[config.mk]
export PLATFORM = sky130hd
export DESIGN_NAME = xhwm_queue
export DESIGN_NICKNAME = d
export VERILOG_FILES = /design/src/rtl/xhwm_pkg.sv /design/src/rtl/xhwm_queue.sv
export SDC_FILE = /design/constraint.sdc
export NUM_CORES = 1
export LEC_CHECK = 0
export ABC_CLOCK_PERIOD_IN_PS = 3350
export BUFFER_PORTS_ARGS = -buffer_cell sky130_fd_sc_hd__buf_2
export CORE_ASPECT_RATIO = 0.6
export CORE_MARGIN = 4
export CORE_UTILIZATION = 35
export DETAILED_ROUTE_END_ITERATION = 10
export PLACE_DENSITY_LB_ADDON = 0.05
export SYNTH_ARGS = -nofsm -noshare
export SYNTH_HDL_FRONTEND = slang
export SYNTH_SLANG_ARGS = --single-unit
[constraint.sdc]
create_clock -name clk -period 3.35 [get_ports clk]
set_input_delay 0.67 -clock clk [delete_from_list [all_inputs] [get_ports clk]]
set_output_delay 0.67 -clock clk [all_outputs]
set_load 0.005 [all_outputs]
[src/rtl/xhwm_pkg.sv]
`timescale 1ns / 1ps
`default_nettype none
package xhwm_pkg;

    localparam int EXPONENT_TENTHS = 20;
    localparam logic [63:0] ONE_Q30 = 64'd1 << 30;
    localparam logic [63:0] PI_Q30 = 64'd3373259426;
    localparam logic [63:0] FULL_Q78 = 64'd32512;
    localparam logic [32:0] LIMIT_Q22 = 33'(64'd127 << 22);
    localparam int QUEUE_DEPTH = 4;
    localparam int QPTR_W = $clog2(QUEUE_DEPTH);
    localparam int DIV_STEPS = 7;

    localparam logic [1:0] REG_DEADBAND = 2'd0;
    localparam logic [1:0] REG_PARK = 2'd1;

    typedef logic [127:0][15:0] expo_rom_t;
    typedef logic [900:0][14:0] sine_rom_t;

    typedef struct packed {
        logic signed [15:0] fwd;
        logic signed [15:0] str;
        logic signed [15:0] rot;
        logic               rot_en;
        logic               park;
        logic [9:0]         sin_idx;
        logic               sin_neg;
        logic [9:0]         cos_idx;
        logic               cos_neg;
    } item_t;

    typedef struct packed {
        logic              park;
        logic              big;
        logic [32:0]       dmax;
        logic [3:0]        neg;
        logic [3:0][6:0]   low;
        logic [3:0][39:0]  rem;
        logic [3:0][6:0]   quo;
    } div_stage_t;

    function automatic logic [63:0] mul_q30(logic [63:0] a, logic [63:0] b);
        return (a * b) >> 30;
    endfunction

    function automatic logic [63:0] pow_q30(logic [63:0] x, int n);
        logic [63:0] r;
        r = ONE_Q30;
        for (int i = 0; i < n; i++)
        begin
            r = mul_q30(r, x);
        end
        return r;
    endfunction

    function automatic expo_rom_t build_expo();
        expo_rom_t rom;
        logic [63:0] x, target, lo, hi, mid, f;
        for (int m = 0; m < 128; m++)
        begin
            x = ((64'(m) << 30) + 64'd63) / 64'd127;
            target = pow_q30(x, EXPONENT_TENTHS % 10);
            lo = 64'd0;
            hi = ONE_Q30;
            while (lo < hi)
            begin
                mid = lo + (hi - lo + 64'd1) / 64'd2;
                if (pow_q30(mid, 10) <= target)
                    lo = mid;
                else
                    hi = mid - 64'd1;
            end
            f = mul_q30(pow_q30(x, EXPONENT_TENTHS / 10), lo);
            rom[m] = 16'((f * FULL_Q78 + (ONE_Q30 >> 1)) >> 30);
        end
        return rom;
    endfunction

    function automatic sine_rom_t build_sine();
        sine_rom_t rom;
        logic [63:0] th, th2, t, e;
        logic signed [63:0] sum;
        for (int k = 0; k <= 900; k++)
        begin
            th = 64'(k) * PI_Q30 / 64'd1800;
            th2 = (th * th) >> 30;
            t = th;
            sum = $signed(t);
            for (int i = 0; i < 12; i++)
            begin
                t = ((t * th2) >> 30) / 64'((2 * i + 2) * (2 * i + 3));
                if (i % 2 == 0)
                    sum = sum - $signed(t);
                else
                    sum = sum + $signed(t);
            end
            if (sum < 0)
                sum = 0;
            e = ($unsigned(sum) + (64'd1 << 15)) >> 16;
            if (e > 64'd16384)
                e = 64'd16384;
            rom[k] = 15'(e);
        end
        return rom;
    endfunction

endpackage
`default_nettype wire

[src/rtl/xhwm_queue.sv]
`timescale 1ns / 1ps
`default_nettype none
module xhwm_queue
    import xhwm_pkg::*;
(
    input  wire logic  clk,
    input  wire logic  rst_n,
    input  wire logic  push,
    input  wire item_t push_item,
    output logic       full,
    input  wire logic  pop,
    output logic       empty,
    output item_t      head
);

    item_t mem [QUEUE_DEPTH];
    logic [QPTR_W-1:0] wr_reg, rd_reg;
    logic [QPTR_W:0]   count_reg;

    assign full = (count_reg == (QPTR_W+1)'(QUEUE_DEPTH));
    assign empty = (count_reg == '0);
    assign head = mem[rd_reg];

    always_ff @(posedge clk)
    begin
        if (push)
            mem[wr_reg] <= push_item;
    end

    always_ff @(posedge clk or negedge rst_n)
    begin
        if (!rst_n)
        begin
            wr_reg <= '0;
            rd_reg <= '0;
            count_reg <= '0;
        end
        else
        begin
            if (push)
                wr_reg <= wr_reg + 1'b1;
            if (pop)
                rd_reg <= rd_reg + 1'b1;
            if (push && !pop)
                count_reg <= count_reg + 1'b1;
            else if (pop && !push)
                count_reg <= count_reg - 1'b1;
        end
    end

    a_no_overflow: assert property (@(posedge clk) disable iff (!rst_n) !(push && full))
        else $error("queue push while full");
    a_no_underflow: assert property (@(posedge clk) disable iff (!rst_n) !(pop && empty))
        else $error("queue pop while empty");
    a_count_range: assert property (@(posedge clk) disable iff (!rst_n)
        count_reg <= (QPTR_W+1)'(QUEUE_DEPTH))
        else $error("queue count out of range");

endmodule
`default_nettype wire

==> results of run 1 <==
==> placed cells by master, fill, tap and decap left out <==
master         instances
mux4_2                72
mux2_2                 1
xor2_1                 4
o21ai_0                1
buf_12                 5
buf_2                149
edfxtp_1             288
nor3_1                 1
clkinvlp_4             1
xnor2_1                2
clkinv_1              10
inv_1                  4
dfrtp_4                2
dfrtp_1                5
ha_1                   5
nand2_1                2
buf_4                  8
fa_1                   1
and2_4                 4
inv_6                  1
dlygate4sd3_1          1
nor2_1                 1
nor3b_1                1
clkbuf_16             29
clkbuf_1               3
clkinv_2               5
==> routing by layer <==
metal	vias up	share of wire, %	global-route usage, %
li1	2116	-	-
met2	97	50	23.0
met5	-	0.14	0
met1	2534	41	16.1
met4	6	1.8	2.42
met3	36	6.2	4.29
==> worst min-delay path by stage <==
stage                   from      endpoint  slack [ps]
2_1_floorplan          rst_n  count_reg[0]         370
4_1_cts        push_item[22]    mem[3][22]         290
3_3_place_gp    count_reg[2]  count_reg[2]         470
3_5_place_dp    count_reg[2]  count_reg[2]         480
5_1_grt        push_item[16]    mem[3][16]         300
6_report       push_item[22]    mem[2][22]         330
==> logic make-up (layout without fill, tap and decap cells) <==
logic type	after synthesis	after routing	synth area share [%]
AOI/OAI and AO/OA	1	1	0.0464
xor gates and xnor gates	6	6	0.487
adders and majority gates	6	6	0.766
buffers and inverters	20	216	1.31
DFF	295	295	81.8
muxes	73	73	15.1
and+or+nand+nor	9	9	0.452
==> worst max-delay path, stage by stage, from the launching register on <==
cell	delay, ps
dfrtp_4	630
buf_12	380
mux4_2	590
buf_2	150
==> layout make-up <==
type                            instances  area, um^2  share of cell area, %
Sequential cell                       295        8830                   68.4
Multi-Input combinational cell         95        1830                   14.2
Timing Repair Buffer                  163         916                   7.09
Clock buffer                           32         737                   5.70
Tap cell                              408         510                   3.95
Clock inverter                         17        78.8                  0.610
Inverter                                4        15.0                  0.116
==> metrics by stage <==
stage	instances	setup slack (ps)	utilization, %
after floorplan	410	557	-
after global placement	964	870	40.1
after detailed placement	964	845	40.1
after CTS	1014	239	42.8
after global routing	1014	164	42.8
final	1014	342	42.8
==> power groups by stage <==
| stage | clock [mW] | combinational, mW | sequential (mW) |
|---|---|---|---|
| 6_report | 2.85 | 2.97 | 5.10 |
| 5_1_grt | 3.13 | 3.29 | 5.18 |
| 4_1_cts | 2.98 | 3.12 | 5.13 |
| 3_5_place_dp | 0 | 3.11 | 5.20 |
| 3_3_place_gp | 0 | 3.08 | 5.17 |
| 2_1_floorplan | 0 | 1.91 | 5.05 |
==> metrics, run 1 <==
Finished Cell Area=0.0129 mm^2; Crit path required time=about 2700 ps; CTS tree=built; Slew Limit Fails=0; Seq/Total Area, Yosys=81.8%; estimated wirelength of the detail-placed design=approximately 13000 um; starting density of the core=between 30% and 40%; input/output buffers=approximately 150; Mapped Nets=between 400 and 500; Largest register FFs=~290; achievable clock frequency=around 330 MHz; Main synth FF type=edfxtp_1; Worst-path clk slew=60 ps; WHS Path Cells=1; TNS Setup=0 ps; Synth area leaders=edfxtp_1 (80%), mux4_2 (15%), dfrtp_1 (1.6%); Area growth syn-to-layout=19.8%; vias per cell=4.72; Initial DRT Pass Iterations=4; final hold vios=0; Setup crit start=rd_reg[0]; cts repair resizes=0; Worst R2R Setup Slack=1340 ps; clk buf depth=3; Power per Cell Area=between 800 and 900 mW/mm^2; crit path capture=head[43]; initial antenna violation count=4; cell internal pwr=7.88 mW; Crit Path Category=reg2out; R2R depth=4; IO Count=150; top post-synthesis cells by count=edfxtp_1 (288), mux4_2 (72), buf_2 (8), buf_6 (7), dfrtp_1 (7); Crit Reg-Reg Startpoint=wr_reg[0]; num rows=49; clk_skew=8.24 ps; nets=670; GPL Wtd Cong=approximately 0.68; Root Buffer=clkbuf_16; H-tree depth=1; Net Sw Frac=about 28%; Post-DP Area=0.0121 mm^2; Clock Latency Late Sink=550 ps; Pleak=4.38 nW; count leader, synth=edfxtp_1; chip height=144 um; Worst EP arrival=2340 ps; die area=0.0338 mm^2; core box area=slightly above 0.03 mm^2; synthesized area=0.0108 mm^2; vias in the first global route=5414; Synth top area share=approximately four fifths; Max Cap Violations=0; Tot Pwr=between 10 and 15 mW; Tightest Pin Transition=662 ps; 1st-iter DRT viols=239; Hold-fix buffers, CTS=1; RSZ-0062 raised after global routing=false; Crit Path Max Fanout=41; number of fill cells in the layout=2654; post-CTS setup buffer count=0; share of layout cells above drive strength 1=45.7%; gr usage total=about an eighth; clock period minus worst slack=3010 ps; area leader, netlist=edfxtp_1; Clock Power Share=between 20% and 30%; # DRC=0; Tcrit/Tclk final=89.8%; cts bufs inserted=29; antenna fix cells=0; Synth Instances=410; DR vias=4789; register share of total power=46.7%; Worst IR Drop VDD=0.420 mV; first-pass GRT wire length=between 30000 and 40000 um; Post-DRT Antenna Nets=0; wire length per cell=21.6 um; Remaining Overflow, GRT=0; Crit. End Element=primary output; max_slew headroom=55.8%; asr flop ratio synth=2.37%; maximum number of pins on one net before global-route repair=42; CTS Sinks=about 300; status=finished clean; reg-to-reg endpoint=mem[2][33]; Synth Warn #=0; final setup vio count=0; net load switching power=3.04 mW; final WL=22000 um; Comb power frac=around 27%; syn_area_per_cell=26.3 um^2; hold slack=around 330 ps; FF+latch count, synth=around 300; chip width=235 um; EDFF count, synth=approximately 290; startpoint types=register; worst hold path type=in2reg; post-synth cell types=18
No activity file was read; power rests on OpenSTA's default activity.
==> run 2, diff against run 1 <==
--- a/config.mk
+++ b/config.mk
@@ -5,7 +5,7 @@
 export SDC_FILE = /design/constraint.sdc
 export NUM_CORES = 1
 export LEC_CHECK = 0
-export ABC_CLOCK_PERIOD_IN_PS = 3350
+export ABC_CLOCK_PERIOD_IN_PS = 2700
 export BUFFER_PORTS_ARGS = -buffer_cell sky130_fd_sc_hd__buf_2
 export CORE_ASPECT_RATIO = 0.6
 export CORE_MARGIN = 4
==> constraint.sdc (replaced) <==
create_clock -name clk -period 2.7 [get_ports clk]
set_input_delay 0.54 -clock clk [delete_from_list [all_inputs] [get_ports clk]]
set_output_delay 0.54 -clock clk [all_outputs]
set_load 0.005 [all_outputs]
==> run 2 against run 1 <==
  * Critical path depth stayed put
  * Critical path type unchanged
  * Largest cell class unchanged
  * Via count is 0.63% higher
  * Clock skew is 2.8 ps higher
  * Combinational power is 32% higher
  * Register-to-register slack worse by 390 ps
  * Non-clock buffer count stayed put
  * Cell count is 0.20% higher
==> metrics, run 2 (synthesis results as in run 1) <==
nets=670 (unchanged); number of fill cells in the layout=2641 (-0.49%); Tcrit/Tclk final=approximately 96%; H-tree depth=1 (unchanged); max_slew headroom=61.8% (+5.9 points); Tot Pwr=13.8 mW (+26%); estimated wirelength of the detail-placed design=12600 um (-4.6%); startpoint types=register; antenna fix cells=0 (unchanged); commonest cells after routing, fill and taps aside=edfxtp_1 (288), buf_2 (147), mux4_2 (72); Clock Power Share=26.4% (+0.3 points); CTS tree=built; total placed cells including tap cells=963 (-0.10%); clock period minus worst slack=2590 ps; initial antenna violation count=3 (-1); Max Cap Violations=0 (unchanged); wire length per cell=21.3 um (-1.6%); Worst EP arrival=2050 ps (-290 ps); Worst-path clk slew=60 ps (about the same); Power per Cell Area=1060 mW/mm^2 (+25%); Clock Latency Late Sink=530 ps (-20 ps); Setup crit start=rd_reg[0]; worst hold path type=in2reg; slowest CP cell=mux4_2; hold slack=220 ps (-114 ps); first-pass GRT wire length=33200 um (-0.27%); status=finished clean; Worst IR Drop VDD=0.460 mV (+9.6%); post-CTS setup buffer count=0 (unchanged); maximum number of pins on one net before global-route repair=46 (+9.5%); Crit path max-delay family=multiplexers; Max stage delay on crit path=600 ps (-30 ps); Bufs and invs on worst path=2 (unchanged); final cell count without fillers=1016 (+0.20%); 1st-iter DRT viols=200 (-16%); Pleak=4.42 nW (+0.99%); die area=0.0338 mm^2 (unchanged); Slew Limit Fails=0 (unchanged); input/output buffers=149 (unchanged); vias per cell=4.74 (+0.43%); Crit path required time=2160 ps (-520 ps); Crit Path Category=reg2out; chip width=235 um (unchanged); Finished Cell Area=0.0130 mm^2 (+0.92%); Area growth syn-to-layout=20.9%; cts bufs inserted=29 (unchanged); chip height=144 um (unchanged); hold path startpoint=push_item[50]; Root Buffer=clkbuf_16; area taken by multi-input logic gates=0.00183 mm^2 (unchanged); Comb power frac=28.4% (+1.2 points); Tightest Pin Transition=573 ps (-89.2 ps); net load switching power=3.80 mW (+25%); starting density of the core=35.8% (unchanged); cell internal pwr=10.0 mW (+27%); Reg area=0.00883 mm^2 (unchanged); Initial DRT Pass Iterations=4 (unchanged); critical path, cell by cell=buf_16 > mux4_2 > buf_6; Remaining Overflow, GRT=0 (unchanged); Post-DP Area=0.0121 mm^2 (+0.25%); final WL=21600 um (-1.4%); Largest register FFs=288 (unchanged); DR vias=4819 (+0.63%); IO Count=150 (unchanged); vias in the first global route=5414 (unchanged); core box area=0.0302 mm^2 (unchanged); share of layout cells above drive strength 1=45.6% (-0.15 points); clk_skew=11.0 ps (+2.77 ps); commonest non-fill, non-tap cell in the layout=edfxtp_1; clk buf depth=3 (unchanged); CTS Sinks=295 (unchanged); achievable clock frequency=386 MHz; register share of total power=45.2% (-1.5 points); final setup vio count=0 (unchanged); GPL Wtd Cong=0.663 (-3.0%); final hold vios=0 (unchanged); gr usage total=12.8% (-0.22 points); # DRC=0 (unchanged); num rows=49 (unchanged); Crit Path Max Fanout=29 (-29%); RSZ-0062 raised after global routing=true; Net Sw Frac=27.5% (-0.36 points); Post-DRT Antenna Nets=0 (unchanged); Crit. End Element=primary output; Crit Reg-Reg Startpoint=wr_reg[0]
-- run 2: final timing paths --
kind | endpoint | slack (ps) | cells after the start
setup / recovery | head[43] | 110 | 3
hold / removal | mem[2][50] | 220 | 1
setup reg to reg | mem[0][53] | 950 | 4
hold reg to reg | count_reg[2] | 490 | 1
max in group asynchronous | rd_reg[0] | 2150 | 2
min in group asynchronous | rd_reg[1] | 370 | 2
-- run 2: cell type report --
cell class	count	share of cell area, %
tap	408	3.92
clock inverter	17	0.825
timing repair buffer	163	7.66
inverter	4	0.115
multi-input combinational	95	14.0
sequential	295	67.7
clock buffer	34	5.71
-- run 2: metal layers --
layer / GRT usage [%] / wire, um / up-vias
met3: 3.87 / 1170 / 39
li1: - / - / 2119
met1: 16.5 / 9470 / 2558
met2: 22.0 / 10600 / 97
met5: 0 / 41 / -
met4: 2.61 / 359 / 6
-- run 2: per-stage QoR --
stage / TNS [ps] / utilization (%) / setup slack, ps
2_1_floorplan: 0 / - / 42.1
3_3_place_gp: 0 / 40.2 / 572
3_5_place_dp: 0 / 40.2 / 564
4_1_cts: -6.96 / 43.1 / -6.96
5_1_grt: -7.91 / 43.2 / -4.05
6_report: 0 / 43.2 / 109
-- run 2: power groups by stage --
stage,logic [mW],clock network [mW],registers (mW)
finish,3.92,3.65,6.24
global route,4.34,3.99,6.32
CTS,4.02,3.79,6.25
detailed placement,4.00,0,6.34
global placement,4.01,0,6.29
floorplan,2.38,0,6.24
-- run 2: what timing repair did --
| item | CTS | global route |
|---|---|---|
| gates cloned | 0 | 1 |
| endpoints found under the hold margin | 7 | 0 |
| hold buffers | 1 | 0 |
| gates resized for setup | 1 | 3 |
| endpoints found under the setup margin | 2 | 28 |
==> run 3, diff against run 2 <==
--- a/config.mk
+++ b/config.mk
@@ -7,7 +7,7 @@
 export LEC_CHECK = 0
 export ABC_CLOCK_PERIOD_IN_PS = 2700
 export BUFFER_PORTS_ARGS = -buffer_cell sky130_fd_sc_hd__buf_2
-export CORE_ASPECT_RATIO = 0.6
+export CORE_ASPECT_RATIO = 0.5
 export CORE_MARGIN = 4
 export CORE_UTILIZATION = 35
 export DETAILED_ROUTE_END_ITERATION = 10
@@ -15,3 +15,4 @@
 export SYNTH_ARGS = -nofsm -noshare
 export SYNTH_HDL_FRONTEND = slang
 export SYNTH_SLANG_ARGS = --single-unit
+export TNS_END_PERCENT = 100
==> run 3 against run 2 <==
  * Die area rose by 0.24%
  * Combinational power down 4%
  * Critical path depth stayed put
  * Setup slack got worse by 37 ps
  * Via count decreased by 0.85%
  * Global-route usage shrank 0.19 points
  * Highest routed layer unchanged
==> metrics, run 3 (synthesis results as in run 1) <==
first-pass GRT wire length=32600 um (-1.7%); final hold vios=0 (unchanged); top layer in use=met5; total placed cells including tap cells=957 (-0.62%); num rows=45 (-8.2%); core box area=0.0303 mm^2 (+0.61%); max_slew headroom=66.1% (+4.3 points); Worst-path clk slew=60 ps (about the same); starting density of the core=35.5% (-0.22 points); CTS Sinks=295 (unchanged); hold slack=203 ps (-16.9 ps); Final Util=43.1% (-0.085 points); nets=671 (+0.15%); Crit. End Element=primary output; Worst EP arrival=2090 ps (+40 ps); pre-CTS setup slack=594 ps (+29.9 ps); gr usage total=12.6% (-0.19 points); chip height=132 um (-8.2%); IO Count=150 (unchanged); Worst IR Drop VDD=0.582 mV (+26%); CTS tree=built; final setup vio count=0 (unchanged); Pleak=4.46 nW (+0.81%); metal1 wirelength=9400 um (-0.83%); Post-DRT Antenna Nets=0 (unchanged); H-tree depth=1 (unchanged); Slew Limit Fails=0 (unchanged); DR vias=4778 (-0.85%); commonest non-fill, non-tap cell in the layout=edfxtp_1; cts repair resizes=0 (-1); startpoint types=register; Power per Cell Area=1070 mW/mm^2 (+1.4%); Clock Latency Late Sink=550 ps (+20 ps); status=finished clean; cts bufs inserted=28 (-3.4%); 1st-iter DRT viols=212 (+6.0%); met3 wire length=981 um (-16%); vias per cell=4.74 (about the same); die area=0.0339 mm^2 (+0.24%); Area growth syn-to-layout=21.4%; Tcrit/Tclk final=97.4% (+1.4 points); initial antenna violation count=3 (unchanged); vias in the first global route=5214 (-3.7%); TNS Setup=0 ps (unchanged); Initial DRT Pass Iterations=4 (unchanged); clock period minus worst slack=2630 ps (+37.2 ps); GPL Wtd Cong=0.668 (+0.69%); Largest register FFs=288 (unchanged); share of layout cells above drive strength 1=46.3% (+0.75 points); clk_skew=8.11 ps (-2.90 ps); commonest cells after routing, fill and taps aside=edfxtp_1 (288), buf_2 (149), mux4_2 (72); Root Buffer=clkbuf_16; antenna fix cells=0 (unchanged); wire length per cell=21.4 um (+0.26%); Tightest Pin Transition=509 ps (-64.5 ps); clk buf depth=3 (unchanged); final worst-path setup slack=71.3 ps (-37.2 ps); achievable clock frequency=380 MHz (-1.4%); final WL=21500 um (-0.53%); Crit Path Max Fanout=19 (-34%); RSZ-0062 raised after global routing=true; # DRC=0 (unchanged); Finished Cell Area=0.0131 mm^2 (+0.41%); Max Cap Violations=0 (unchanged); Post-DP Area=0.0121 mm^2 (+0.20%); Crit Path Category=reg2out; Tot Pwr=14.1 mW (+1.8%); final cell count without fillers=1008 (-0.79%); chip width=256 um (+9.2%); DR WL met2=10700 um (+1.5%); Crit path required time=2160 ps (about the same); estimated wirelength of the detail-placed design=12900 um (+2.8%); input/output buffers=149 (unchanged); worst hold path type=in2reg; Remaining Overflow, GRT=0 (unchanged); maximum number of pins on one net before global-route repair=73 (+59%)
## run 3: cell types whose count changed in the layout (fill, tap and decap cells not counted), sizes merged
cell / delta
clkinv: -8
bufinv: +3
buf: +3
clkinvlp: -1
clkbuf: +5
inv: -1
## run 3: area by class of cell
| type | instances | area, um^2 |
|---|---|---|
| Fill cell | 2609 | 17300 |
| Multi-Input combinational cell | 95 | 1830 |
| Clock buffer | 40 | 787 |
| Sequential cell | 295 | 8830 |
| Inverter | 4 | 15.0 |
| Tap cell | 399 | 499 |
| Timing Repair Buffer | 165 | 981 |
| Clock inverter | 10 | 148 |
## run 3: report_power, final
part | internal [mW] | switching [mW]
Sequential | 5.99 | 0.283
Clock | 2.40 | 1.62
Combinational | 1.90 | 1.86
Total | 10.3 | 3.76
## run 3: timing repair
action,in CTS,in global routing
buffers inserted,0,0
hold buffers,1,0
setup endpoints to repair,0,31
endpoints found under the hold margin,7,0
## run 3: critical path: stages, from the launching register on
cell     delay, ps
dfrtp_4        430
buf_4          370
mux4_2         580
buf_2          150
## run 3: routing by layer
metal  up-vias  GRT usage [%]
li1       2117              -
met1      2531           16.7
met2        87           21.3
met3        39           3.45
met4         4           2.25
met5         -              0
## run 3: final timing paths
check	endpoint	from	slack [ps]	cells after the start
hold / removal	mem[1][13]	push_item[13]	200	1
min in group asynchronous	wr_reg[1]	rst_n	370	2
max in group asynchronous	rd_reg[0]	rst_n	2140	2
setup / recovery	head[4]	rd_reg[0]	70	3
hold reg to reg	count_reg[2]	count_reg[2]	490	1
setup reg to reg	mem[1][49]	wr_reg[1]	930	4
