**config.mk**
```make
export PLATFORM = sky130hd
export DESIGN_NAME = xhwm_front
export DESIGN_NICKNAME = d
export VERILOG_FILES = /design/src/rtl/xhwm_pkg.sv /design/src/rtl/xhwm_front.sv
export SDC_FILE = /design/constraint.sdc
export NUM_CORES = 1
export LEC_CHECK = 0
export ABC_AREA = 0
export BUFFER_PORTS_ARGS = -buffer_cell sky130_fd_sc_hd__buf_4
export CORE_UTILIZATION = 32
export CTS_CLUSTER_DIAMETER = 200
export CTS_CLUSTER_SIZE = 14
export DETAILED_ROUTE_END_ITERATION = 8
export GPL_ROUTABILITY_DRIVEN = 0
export PLACE_DENSITY = 0.51
export SETUP_SLACK_MARGIN = 0.1
export SYNTH_ARGS = -nofsm -noshare
export SYNTH_HDL_FRONTEND = slang
export SYNTH_SLANG_ARGS = --single-unit
```
**constraint.sdc**
```tcl
create_clock -name clk -period 7.3 [get_ports clk]
set_input_delay 0.73 -clock clk [delete_from_list [all_inputs] [get_ports clk]]
set_output_delay 0.73 -clock clk [all_outputs]
set_load 0.005 [all_outputs]
```
**src/rtl/xhwm_pkg.sv**
```systemverilog
`timescale 1ns / 1ps
`default_nettype none
package xhwm_pkg;

    localparam int EXPONENT_TENTHS = 20;
    localparam logic [63:0] ONE_Q30 = 64'd1 << 30;
    localparam logic [63:0] PI_Q30 = 64'd3373259426;
    localparam logic [63:0] FULL_Q78 = 64'd32512;
    localparam logic [32:0] LIMIT_Q22 = 33'(64'd127 << 22);
    localparam int QUEUE_DEPTH = 4;
    localparam int QPTR_W = $clog2(QUEUE_DEPTH);
    localparam int DIV_STEPS = 7;

    localparam logic [1:0] REG_DEADBAND = 2'd0;
    localparam logic [1:0] REG_PARK = 2'd1;

    typedef logic [127:0][15:0] expo_rom_t;
    typedef logic [900:0][14:0] sine_rom_t;

    typedef struct packed {
        logic signed [15:0] fwd;
        logic signed [15:0] str;
        logic signed [15:0] rot;
        logic               rot_en;
        logic               park;
        logic [9:0]         sin_idx;
        logic               sin_neg;
        logic [9:0]         cos_idx;
        logic               cos_neg;
    } item_t;

    typedef struct packed {
        logic              park;
        logic              big;
        logic [32:0]       dmax;
        logic [3:0]        neg;
        logic [3:0][6:0]   low;
        logic [3:0][39:0]  rem;
        logic [3:0][6:0]   quo;
    } div_stage_t;

    function automatic logic [63:0] mul_q30(logic [63:0] a, logic [63:0] b);
        return (a * b) >> 30;
    endfunction

    function automatic logic [63:0] pow_q30(logic [63:0] x, int n);
        logic [63:0] r;
        r = ONE_Q30;
        for (int i = 0; i < n; i++)
        begin
            r = mul_q30(r, x);
        end
        return r;
    endfunction

    function automatic expo_rom_t build_expo();
        expo_rom_t rom;
        logic [63:0] x, target, lo, hi, mid, f;
        for (int m = 0; m < 128; m++)
        begin
            x = ((64'(m) << 30) + 64'd63) / 64'd127;
            target = pow_q30(x, EXPONENT_TENTHS % 10);
            lo = 64'd0;
            hi = ONE_Q30;
            while (lo < hi)
            begin
                mid = lo + (hi - lo + 64'd1) / 64'd2;
                if (pow_q30(mid, 10) <= target)
                    lo = mid;
                else
                    hi = mid - 64'd1;
            end
            f = mul_q30(pow_q30(x, EXPONENT_TENTHS / 10), lo);
            rom[m] = 16'((f * FULL_Q78 + (ONE_Q30 >> 1)) >> 30);
        end
        return rom;
    endfunction

    function automatic sine_rom_t build_sine();
        sine_rom_t rom;
        logic [63:0] th, th2, t, e;
        logic signed [63:0] sum;
        for (int k = 0; k <= 900; k++)
        begin
            th = 64'(k) * PI_Q30 / 64'd1800;
            th2 = (th * th) >> 30;
            t = th;
            sum = $signed(t);
            for (int i = 0; i < 12; i++)
            begin
                t = ((t * th2) >> 30) / 64'((2 * i + 2) * (2 * i + 3));
                if (i % 2 == 0)
                    sum = sum - $signed(t);
                else
                    sum = sum + $signed(t);
            end
            if (sum < 0)
                sum = 0;
            e = ($unsigned(sum) + (64'd1 << 15)) >> 16;
            if (e > 64'd16384)
                e = 64'd16384;
            rom[k] = 15'(e);
        end
        return rom;
    endfunction

endpackage
`default_nettype wire

```
**src/rtl/xhwm_front.sv**
```systemverilog
`timescale 1ns / 1ps
`default_nettype none
module xhwm_front
    import xhwm_pkg::*;
(
    input  wire logic              clk,
    input  wire logic              rst_n,
    input  wire logic              cfg_valid,
    output logic                   cfg_ready,
    input  wire logic [1:0]        cfg_index,
    input  wire logic [6:0]        cfg_data,
    input  wire logic signed [7:0] forward_cmd,
    input  wire logic signed [7:0] strafe_cmd,
    input  wire logic signed [7:0] rotate_cmd,
    input  wire logic              frame_rot,
    input  wire logic              heading_valid,
    input  wire logic [11:0]       heading_tenths,
    output item_t                  item
);

    localparam expo_rom_t EXPO_ROM = build_expo();

    logic [6:0] deadband_reg;
    logic       park_reg;

    assign cfg_ready = 1'b1;

    always_ff @(posedge clk or negedge rst_n)
    begin
        if (!rst_n)
        begin
            deadband_reg <= 7'd5;
            park_reg <= 1'b0;
        end
        else if (cfg_valid)
        begin
            if (cfg_index == REG_DEADBAND)
                deadband_reg <= cfg_data;
            else if (cfg_index == REG_PARK)
                park_reg <= cfg_data[0];
        end
    end

    function automatic logic signed [15:0] shape(logic signed [7:0] raw, logic [6:0] db);
        logic [6:0] mag;
        logic signed [15:0] v;
        // -128 folds onto -127
        mag = raw[7] ? ((raw == -8'sd128) ? 7'd127 : 7'(-raw)) : raw[6:0];
        v = $signed(EXPO_ROM[mag]);
        if (mag < db)
            return 16'sd0;
        return raw[7] ? -v : v;
    endfunction

    // quarter-wave index and sign for an angle below 3600
    function automatic logic [10:0] quarter(logic [11:0] h);
        logic [1:0]  q;
        logic [11:0] r;
        logic [9:0]  idx;
        if (h < 12'd900)
        begin
            q = 2'd0;
            r = h;
        end
        else if (h < 12'd1800)
        begin
            q = 2'd1;
            r = h - 12'd900;
        end
        else if (h < 12'd2700)
        begin
            q = 2'd2;
            r = h - 12'd1800;
        end
        else
        begin
            q = 2'd3;
            r = h - 12'd2700;
        end
        idx = q[0] ? 10'(12'd900 - r) : r[9:0];
        return {q[1], idx};
    endfunction

    logic [11:0] h;
    logic [12:0] hc_sum;
    logic [11:0] hc;
    logic [10:0] sq, cq;

    always_comb
    begin
        h = (heading_tenths >= 12'd3600) ? heading_tenths - 12'd3600 : heading_tenths;
        hc_sum = {1'b0, h} + 13'd900;
        hc = (hc_sum >= 13'd3600) ? 12'(hc_sum - 13'd3600) : hc_sum[11:0];
        sq = quarter(h);
        cq = quarter(hc);
        item.fwd = shape(forward_cmd, deadband_reg);
        item.str = shape(strafe_cmd, deadband_reg);
        item.rot = shape(rotate_cmd, deadband_reg);
        item.rot_en = frame_rot & heading_valid;
        item.park = park_reg;
        item.sin_idx = sq[9:0];
        item.sin_neg = sq[10];
        item.cos_idx = cq[9:0];
        item.cos_neg = cq[10];
    end

endmodule
`default_nettype wire

```
==> results of run 1 <==
-- worst paths after layout --
| path | to | slack [ns] |
|---|---|---|
| max | item[10] | 0.49 |
| min | deadband_reg[6] | 0.32 |
| max reg2reg | deadband_reg[2] | 6.46 |
| min reg2reg | park_reg | 0.53 |
| max in group asynchronous | deadband_reg[0] | 6.76 |
| min in group clk | park_reg | 0.53 |
-- where the power goes --
| part | switching [mW] | internal, mW |
|---|---|---|
| logic | 0.995 | 0.683 |
| registers | 0.00385 | 0.0537 |
| clock network | 0.0218 | 0.0707 |
| total | 1.02 | 0.808 |
-- logic make-up after synthesis --
logic type               Yosys count
buffers and inverters            225
AND/OR/NAND/NOR                  674
flip-flops                         8
multiplexers                      16
AO/OA/AOI/OAI                    740
other                              1
XOR/XNOR                          93
adder cells (fa/ha/maj)           89
-- through the flow --
step	util, %	hold WS, ns	instance area (µm²)
after floorplan	-	0.4344	11270
after global placement	36.93	0.5062	12790
after detailed placement	36.93	0.5163	12790
after CTS	37.15	0.3194	12860
after global routing	37.21	0.3220	12880
final	37.21	0.3188	12880
-- cells in the final DEF, fill, tap and decap left out, types with 11 or more instances in the layout --
cell,count
a2111oi_0,12
a211oi_1,38
a21oi_1,175
a221oi_1,24
a22oi_1,11
a311oi_1,12
a31oi_1,37
and2_1,11
and3_1,14
buf_4,205
ha_1,89
inv_1,55
nand2_1,202
nand2b_1,20
nand3_1,52
nor2_1,226
nor3_1,70
o211ai_1,46
o21ai_0,183
o22ai_1,16
o311ai_0,21
o31ai_1,22
or3_1,11
xnor2_1,61
xor2_1,27
-- cell type report --
cell class	instances	share of cell area, %
multi-input combinational	1613	79.42
timing repair buffer	205	11.94
tap	455	4.418
inverter	70	2.059
sequential	8	1.573
clock buffer	3	0.5826
-- timing repair --
item / in CTS / in global routing
setup endpoints to repair: 0 / 2
endpoints found under the hold margin: 0 / 0
resized for setup: 0 / 3
-- metal layers --
| layer | up-vias | routed length, µm |
|---|---|---|
| li1 | 6984 | - |
| met1 | 6793 | 19330 |
| met2 | 867 | 19930 |
| met3 | 132 | 3891 |
| met4 | 0 | 1289 |
| met5 | - | 0 |
==> summary.txt, run 1 <==
Mux contribution to synthesized area: 1.909%
Layout area overhead: 14.32%
Critical path depth: 23
R2R Path Start: deadband_reg[2]
Outcome: completed
Register area: 202.7 µm²
Dpl hpwl: 32,530 µm
Core region area: 0.03463 mm²
M2 GR Usage: 38.15%
Synth Area in Compound Gates: 43.31%
Critical-path top delay cell: or4b_4
GRT Resource Usage Total: 23.74%
Drt drc: 0
Crit path DAT: 6.08 ns
Crit path launch type: input pin
Critical path required time: 6.57 ns
Setup-failing EPs final: 0
Critical-path cell list: buf_4, inv_1, ha_1, nor4b_4, a21oi_4, xnor2_4, ha_1, nand2_1, xor2_1, inv_1, ha_1, a32o_1, a21oi_4, a21o_4, o32a_1, o211ai_1, a221oi_1, mux2i_1, or4b_4, nor4_2, a211oi_1, xnor2_1, buf_4
I/O pin total: 123
Leak: 4.980 nW
Worst-Skew Late Latency: 0.23 ns
Largest family of logic cells by synthesized area: compound AO/OA/AOI/OAI gates
Most frequent cell after synthesis: nor2_1
DR vias: 14,780
Placed Cells: 2,351
Hold-fix buffers at CTS: 0
Max_cap viols: 0
Gr ovfl total: 0
Top post-synthesis cells by count: nor2_1 (228), nand2_1 (202), o21ai_0 (184), a21oi_1 (175), clkbuf_1 (120)
Post-CTS setup repair buffer count: 0
Relative max-transition margin: 42.19%
Highest fanout seen on the critical path: 13
Tcrit/Tclk final: 93.22%
Clock buffer depth: 2
1st-pass router iterations: 8
Multi-input combinational cell area: 0.01023 mm²
Final hold violations: 0
Rows: 68
Largest register FFs: 7
Largest cells by area after synthesis: ha_1 (9.9%), o21ai_0 (8.2%), a21oi_1 (7.8%)
Fin nets: 2,040
Worst path top cell family by delay: compound AO/OA/AOI/OAI gates
FF-to-FF path depth: 2
Top-area cell type share of the netlist area: 9.880%
Avg Synthesized Cell Area: 6.106 µm²
Buf+Inv Stages, Crit Path: 4
Crit end category: output port
FILL cells: 3,778
PwrDens: 141.9 mW/mm²
Peak supply drop: 0.00005667 V
Adder-Cell Fraction of Synth Area: 9.880%
Synth Area in Simple Gates: 27.55%
Xor and xnor area share after synthesis: 7.593%
Yosys top cell by area: ha_1
CTS tree: yes
Initial antenna violation count: 0
Slew at the pin closest to its max-slew limit: 0.8581 ns
HP Class: input pin to asynchronous set/reset pin
Routed Antenna Nets: 0
CTS root buf: clkbuf_16
Vias per cell: 6.277
Starting Density: 32.55%
Clk_skew: 0 ns
Sequential area share after synthesis: 1.798%
Chip Width: 189.7 µm
Slew Limit Fails: 0
Vias in the first global route: 13,180
Crit path from: heading_tenths[4]
Async SR Flop Fraction: 100.0%
Synth Register Bits: 8
Total Power: 1.828 mW
CTS sink count: 8
Full die area: 0.03598 mm²
Busiest layer in global routing: met2
Post-route setup TNS: 0 ns
YS warnings: 0
FMAX: 147.0 MHz
Wire length per cell: 18.88 µm
Clock transition at the registers of the reported paths: 0.04 ns
WS Path Type: input pin to output port
Critical path's largest stage delay: 0.50 ns
Fin worst setup slack: 0.4950 ns
Starting DRT DRC Count: 2,223
Share of layout cells above drive strength 1: 14.80%
Combined area of all synthesized cells: 0.01127 mm²
Main flop type after synthesis: dfrtp_1
H-tree Lvls: 1
Largest net degree at the start of global routing: 47
CP most frequent cell: ha_1
Number of synthesized flops with an enable pin: 0
Synth Net Count: 1,985
Syn Inst Count: 1,846
Die Ht: 189.7 µm
Dpl ws: 0.4308 ns
RSZ-0062 raised after global routing: false
Number of diodes: 0
Clock buffer count from CTS: 3
Yosys cell types: 108
Finished Layout Cells: 2,354
Met3 usage: 1.863%
Final WL: 44,440 µm
Met1 usage: 33.27%
Minimum clock period after layout: 6.805 ns
First-pass GRT wire length: 71,390 µm
Buffers on Ports: 121
No activity file was read; power rests on OpenSTA's default activity.
==> inputs of run 2 (changes only) <==
--- a/config.mk
+++ b/config.mk
@@ -7,6 +7,7 @@
 export LEC_CHECK = 0
 export ABC_AREA = 0
 export BUFFER_PORTS_ARGS = -buffer_cell sky130_fd_sc_hd__buf_4
+export CORE_ASPECT_RATIO = 2
 export CORE_UTILIZATION = 32
 export CTS_CLUSTER_DIAMETER = 200
 export CTS_CLUSTER_SIZE = 14
==> run 2 against run 1 <==
  * Combinational power up 6%
  * First-iteration DRC count down 9.8%
  * Highest routed layer is now met5
  * Register-to-register slack better by 0.02 ns
  * Total power up 5.9%
  * Core utilization up 0.65 points
  * Setup slack worse by 0.18 ns
  * Design area up 1.3%
  * Largest cell class unchanged
  * Final cell count up 0.51%
  * Global-route usage up 4.9 points
==> summary.txt, run 2 (synthesized netlist as in run 1, its figures left out) <==
Number of diodes: 0 (unchanged)
First-pass GRT wire length: 81,590 µm (+14%)
Setup-failing EPs final: 0 (unchanged)
Crit path DAT: 6.26 ns (+0.18 ns)
Full die area: 0.03602 mm² (+0.12%)
Clock buffer depth: 2 (unchanged)
Largest register FFs: 7 (unchanged)
Slew at the pin closest to its max-slew limit: 1.264 ns (+0.4060 ns)
Commonest non-fill, non-tap cells in the layout: buf_4 (230), nor2_1 (226), nand2_1 (202)
FILL cells: 3,752 (-0.69%)
FMAX: 143.1 MHz (-2.6%)
FF-to-FF setup slack: 6.48 ns (+0.02 ns)
Share of layout cells above drive strength 1: 15.90% (+1.1 points)
Post-route setup TNS: 0 ns (unchanged)
Total Power: 1.935 mW (+5.9%)
Clk_skew: 0 ns (unchanged)
Starting DRT DRC Count: 2,006 (-9.8%)
Die Ht: 267.4 µm (+41%)
Tcrit/Tclk final: 95.70% (+2.5 points)
Outcome: completed
H-tree Lvls: 1 (unchanged)
Dpl hpwl: 39,940 µm (+23%)
Clock transition at the registers of the reported paths: 0.04 ns (about the same)
GRT Resource Usage Total: 28.67% (+4.9 points)
Fin nets: 2,065 (+1.2%)
Routed Antenna Nets: 0 (unchanged)
WS Path Type: input pin to output port
Clock buffer count from CTS: 3 (unchanged)
Rows: 96 (+41%)
Final hold violations: 0 (unchanged)
Minimum clock period after layout: 6.986 ns (+0.1809 ns)
CTS tree: yes
Vias in the first global route: 14,630 (+11%)
Peak supply drop: 0.00006789 V (+20%)
Drt drc: 0 (unchanged)
Wire length per cell: 22.38 µm (+19%)
Worst-Skew Late Latency: 0.23 ns (about the same)
Buffers on Ports: 121 (unchanged)
Chip Width: 134.7 µm (-29%)
Max_cap viols: 0 (unchanged)
Crit path launch type: input pin
Leak: 5.100 nW (+2.4%)
Gr ovfl total: 0 (unchanged)
Final WL: 52,950 µm (+19%)
RSZ-0062 raised after global routing: false
Slew Limit Fails: 0 (unchanged)
Vias per cell: 6.489 (+3.4%)
HP Class: input pin to asynchronous set/reset pin
1st-pass router iterations: 8 (unchanged)
Initial antenna violation count: 1 (+1)
Largest net degree at the start of global routing: 46 (-2.1%)
Core region area: 0.03447 mm² (-0.45%)
Commonest non-fill, non-tap cell in the layout: buf_4
CTS sink count: 8 (unchanged)
Highest fanout seen on the critical path: 15 (+2)
Layout area overhead: 15.80%
CTS root buf: clkbuf_16
PwrDens: 148.3 mW/mm² (+4.5%)
Starting Density: 32.69% (+0.15 points)
Critical path required time: 6.57 ns (about the same)
Relative max-transition margin: 15.16% (-27 points)
Hold-fix buffers at CTS: 0 (unchanged)
Crit end category: output port
DR vias: 15,350 (+3.9%)
I/O pin total: 123 (unchanged)
run 2: critical path: stages:
cell and delay (ns):
buf_4 0.20, inv_1 0.08, ha_1 0.23, nor3b_1 0.14, buf_4 0.15, and2_0 0.23, a2bb2oi_1 0.18, buf_4 0.19
inv_1 0.36, ha_1 0.27, inv_1 0.08, nor2_1 0.20, nor3_1 0.09, o21ai_0 0.15, a21oi_1 0.08, a311oi_1 0.99
o32ai_1 0.25, a32oi_1 0.38, or3_1 0.36, nor3_1 0.13, nand3_1 0.19, o21ai_0 0.12, xnor2_1 0.15, nor2_1 0.14
buf_4 0.13
run 2: area by class of cell:
class | instances | area (µm²) | area share (%)
multi-input combinational | 1613 | 10230 | 78.35
timing repair buffer | 230 | 1727 | 13.23
tap | 441 | 551.8 | 4.228
inverter | 70 | 265.3 | 2.032
sequential | 8 | 202.7 | 1.553
clock buffer | 4 | 78.83 | 0.6040
run 2: path summary, 6_finish.rpt:
path                                       from              end  cells past startpoint
worst min register to register         park_reg         park_reg                      1
min in group clk                       park_reg         park_reg                      1
worst min-delay path                      rst_n  deadband_reg[5]                      1
max in group asynchronous                 rst_n  deadband_reg[0]                      1
worst max register to register  deadband_reg[2]  deadband_reg[2]                      2
worst max-delay path             forward_cmd[0]         item[67]                     25
run 2: power breakdown:
group | switching [mW] | internal (mW)
Sequential | 0.00281 | 0.0537
Combinational | 1.08 | 0.700
Clock | 0.0212 | 0.0727
run 2: layer usage:
layer | GRT usage [%] | vias up | part of all wire, %
li1 | - | 7016 | -
met1 | 29.34 | 7121 | 34
met2 | 53.61 | 917 | 52
met4 | 18.92 | 2 | 7.8
met3 | 3.559 | 296 | 6.3
met5 | 0 | - | 0.030
run 2: timing repair:
action,CTS,global route
endpoints found under the setup margin,0,2
gates resized for setup,0,3
setup buffers,0,2
run 2: per-stage QoR:
stage / cells / worst slack [ns] / cell area [µm²] / utilization, % / hold WS [ns]
5_1_grt: 2366 / 0.1536 / 13050 / 37.86 / 0.3080
4_1_cts: 2364 / 0.2938 / 13020 / 37.76 / 0.3085
6_report: 2366 / 0.3141 / 13050 / 37.86 / 0.3047
3_5_place_dp: 2360 / 0.3015 / 12940 / 37.53 / 0.5046
3_3_place_gp: 2360 / 0.3512 / 12940 / 37.53 / 0.4952
2_1_floorplan: 1846 / 0.6571 / 11270 / - / 0.4344
==> inputs of run 3 (changes only) <==
==> constraint.sdc (replaced) <==
create_clock -name clk -period 8.1 [get_ports clk]
set_input_delay 0.81 -clock clk [delete_from_list [all_inputs] [get_ports clk]]
set_output_delay 0.81 -clock clk [all_outputs]
set_load 0.005 [all_outputs]
==> run 3 against run 2 <==
  * Via count is 1.7% lower
  * Critical endpoint is now item[10]
  * Die area stayed put
  * Non-clock buffer count is 50 lower
  * Register-to-register slack better by 0.79 ns
  * Critical path type unchanged
  * Core utilization is 1.1 points lower
==> summary.txt, run 3 (synthesized netlist as in run 1, its figures left out) <==
Placed instance area: 0.01259 mm² (-2.7%)
FILL cells: 3,799 (+1.3%)
H-tree Lvls: 1 (unchanged)
Tcrit/Tclk final: 92.73%
Layout area overhead: 12.42%
Logic pwr share: 92.0% (-0.2 points)
Buffers on Ports: 121 (unchanged)
Chip Width: 134.7 µm (unchanged)
WHS: 0.3861 ns (+0.08131 ns)
Critical path's largest stage delay: 0.61 ns (-0.38 ns)
CTS tree: yes
PwrDens: 134.8 mW/mm² (-9.1%)
Die Ht: 267.4 µm (unchanged)
Final instance area: 0.01267 mm² (-2.9%)
Largest register FFs: 7 (unchanged)
R2R Path Start: deadband_reg[2]
Peak supply drop: 0.00005690 V (-16%)
Number of diodes: 0 (unchanged)
I/O pin total: 123 (unchanged)
Multi-input combinational cell area: 0.01021 mm² (-0.17%)
CTS root buf: clkbuf_16
Drt drc: 0 (unchanged)
DR vias: 15,090 (-1.7%)
Initial antenna violation count: 0 (-1)
Final hold violations: 0 (unchanged)
Outcome: completed
CTS sink count: 8 (unchanged)
Core Util, Final: 36.76% (-1.1 points)
# resized after CTS: 0 (unchanged)
Clk_skew: 0 ns (unchanged)
Clk pwr share: 5.0% (about the same)
Worst-Skew Late Latency: 0.23 ns (about the same)
Gr ovfl total: 0 (unchanged)
Post-route setup TNS: 0 ns (unchanged)
Critical-path cell list: buf_4, inv_1, ha_2, nor4b_4, buf_4, a211oi_2, xnor2_2, nand2_1, o211ai_1, nand4_2, a21o_2, o21ai_1, inv_1, ha_1, a211o_1, or3_1, o2111a_1, xnor2_1, nor2_1, a211oi_1, xnor2_1, buf_4
GRT Resource Usage Total: 28.53% (-0.14 points)
Full die area: 0.03602 mm² (unchanged)
First-pass GRT wire length: 81,210 µm (-0.46%)
Clock buffer depth: 2 (unchanged)
Crit path from: heading_tenths[4]
Crit end category: output port
Wire length per cell: 22.81 µm (+1.9%)
FMAX: 133.1 MHz
Finished Layout Cells: 2,316 (-2.1%)
Critical-path top delay cell: xnor2_2
Commonest non-fill, non-tap cell in the layout: nor2_1
HP Class: input pin to asynchronous set/reset pin
Buf+Inv Stages, Crit Path: 5 (-2)
Vias per cell: 6.517 (+0.44%)
Slew Limit Fails: 0 (unchanged)
Leak: 4.854 nW (-4.8%)
Internal Pwr Total: 0.7146 mW (-14%)
Vias in the first global route: 14,320 (-2.2%)
Routed Antenna Nets: 0 (unchanged)
Largest net degree at the start of global routing: 47 (+2.2%)
Dpl hpwl: 39,750 µm (-0.48%)
Register area: 202.7 µm² (unchanged)
Relative max-transition margin: 10.71% (-4.4 points)
Crit path DAT: 6.70 ns (+0.44 ns)
Minimum clock period after layout: 7.511 ns
Clock buffer count from CTS: 3 (unchanged)
Switching Fraction: 58.16% (+0.86 points)
Placed Cells: 2,312 (-2.0%)
Share of layout cells above drive strength 1: 13.60% (-2.3 points)
Post-CTS setup repair buffer count: 0 (unchanged)
Clock transition at the registers of the reported paths: 0.04 ns (about the same)
Commonest non-fill, non-tap cells in the layout: nor2_1 (226), nand2_1 (202), o21ai_0 (183)
Critical path required time: 7.29 ns (+0.72 ns)
Sw Pwr: 0.9933 mW (-10%)
WS Path Type: input pin to output port
Hold-fix buffers at CTS: 0 (unchanged)
Starting Density: 32.69% (unchanged)
Max_cap viols: 0 (unchanged)
RSZ-0062 raised after global routing: false
CP most frequent cell: buf_4
Rows: 96 (unchanged)
1st-pass router iterations: 8 (unchanged)
Crit path launch type: input pin
Highest fanout seen on the critical path: 15 (unchanged)
Worst path top cell family by delay: compound AO/OA/AOI/OAI gates
Setup-failing EPs final: 0 (unchanged)
Seq pwr share: 3.0% (about the same)
Final WL: 52,830 µm (-0.22%)
Fin nets: 2,015 (-2.4%)
Slew at the pin closest to its max-slew limit: 1.329 ns (+0.06505 ns)
Starting DRT DRC Count: 1,619 (-19%)
Core region area: 0.03447 mm² (unchanged)
==> run 3: per-stage QoR <==
stage / setup WS (ns) / power, mW
CTS: 0.6089 / 1.676
finish: 0.5890 / 1.708
detailed placement: 0.6429 / 1.584
global placement: 0.7521 / 1.581
floorplan: 1.297 / 1.031
global route: 0.1793 / 1.847
==> run 3: power groups by stage <==
stage / Combinational, mW / Clock, mW / Sequential, mW
CTS: 1.54 / 0.0865 / 0.0515
detailed placement: 1.53 / 0 / 0.0520
finish: 1.57 / 0.0848 / 0.0513
floorplan: 0.981 / 0 / 0.0506
global route: 1.71 / 0.0888 / 0.0522
global placement: 1.53 / 0 / 0.0517
==> run 3: layer usage <==
metal	vias up	global-route usage, %	part of all wire, %
li1	6924	-	-
met2	848	53.98	53
met3	243	3.029	6.1
met5	-	0	0
met4	0	17.19	6.8
met1	7078	29.60	35
==> run 3: layout make-up <==
cell class | instances | share of cell area (%)
sequential | 8 | 1.600
tap | 441 | 4.355
inverter | 70 | 2.093
multi-input combinational | 1613 | 80.57
timing repair buffer | 180 | 10.76
clock buffer | 4 | 0.6221
==> run 3: path summary, 6_finish.rpt <==
path	endpoint	slack, ns	cells after the start
max in group asynchronous	deadband_reg[0]	7.50	1
hold / removal	deadband_reg[6]	0.39	1
min in group clk	park_reg	0.52	1
setup reg to reg	deadband_reg[2]	7.27	2
hold reg to reg	park_reg	0.52	1
setup / recovery	item[10]	0.59	22
==> run 3: worst reg2reg max path, cell delays in order, from the launching register on <==
cell	delay, ns
dfstp_2	0.50
inv_1	0.08
o21ai_0	0.17
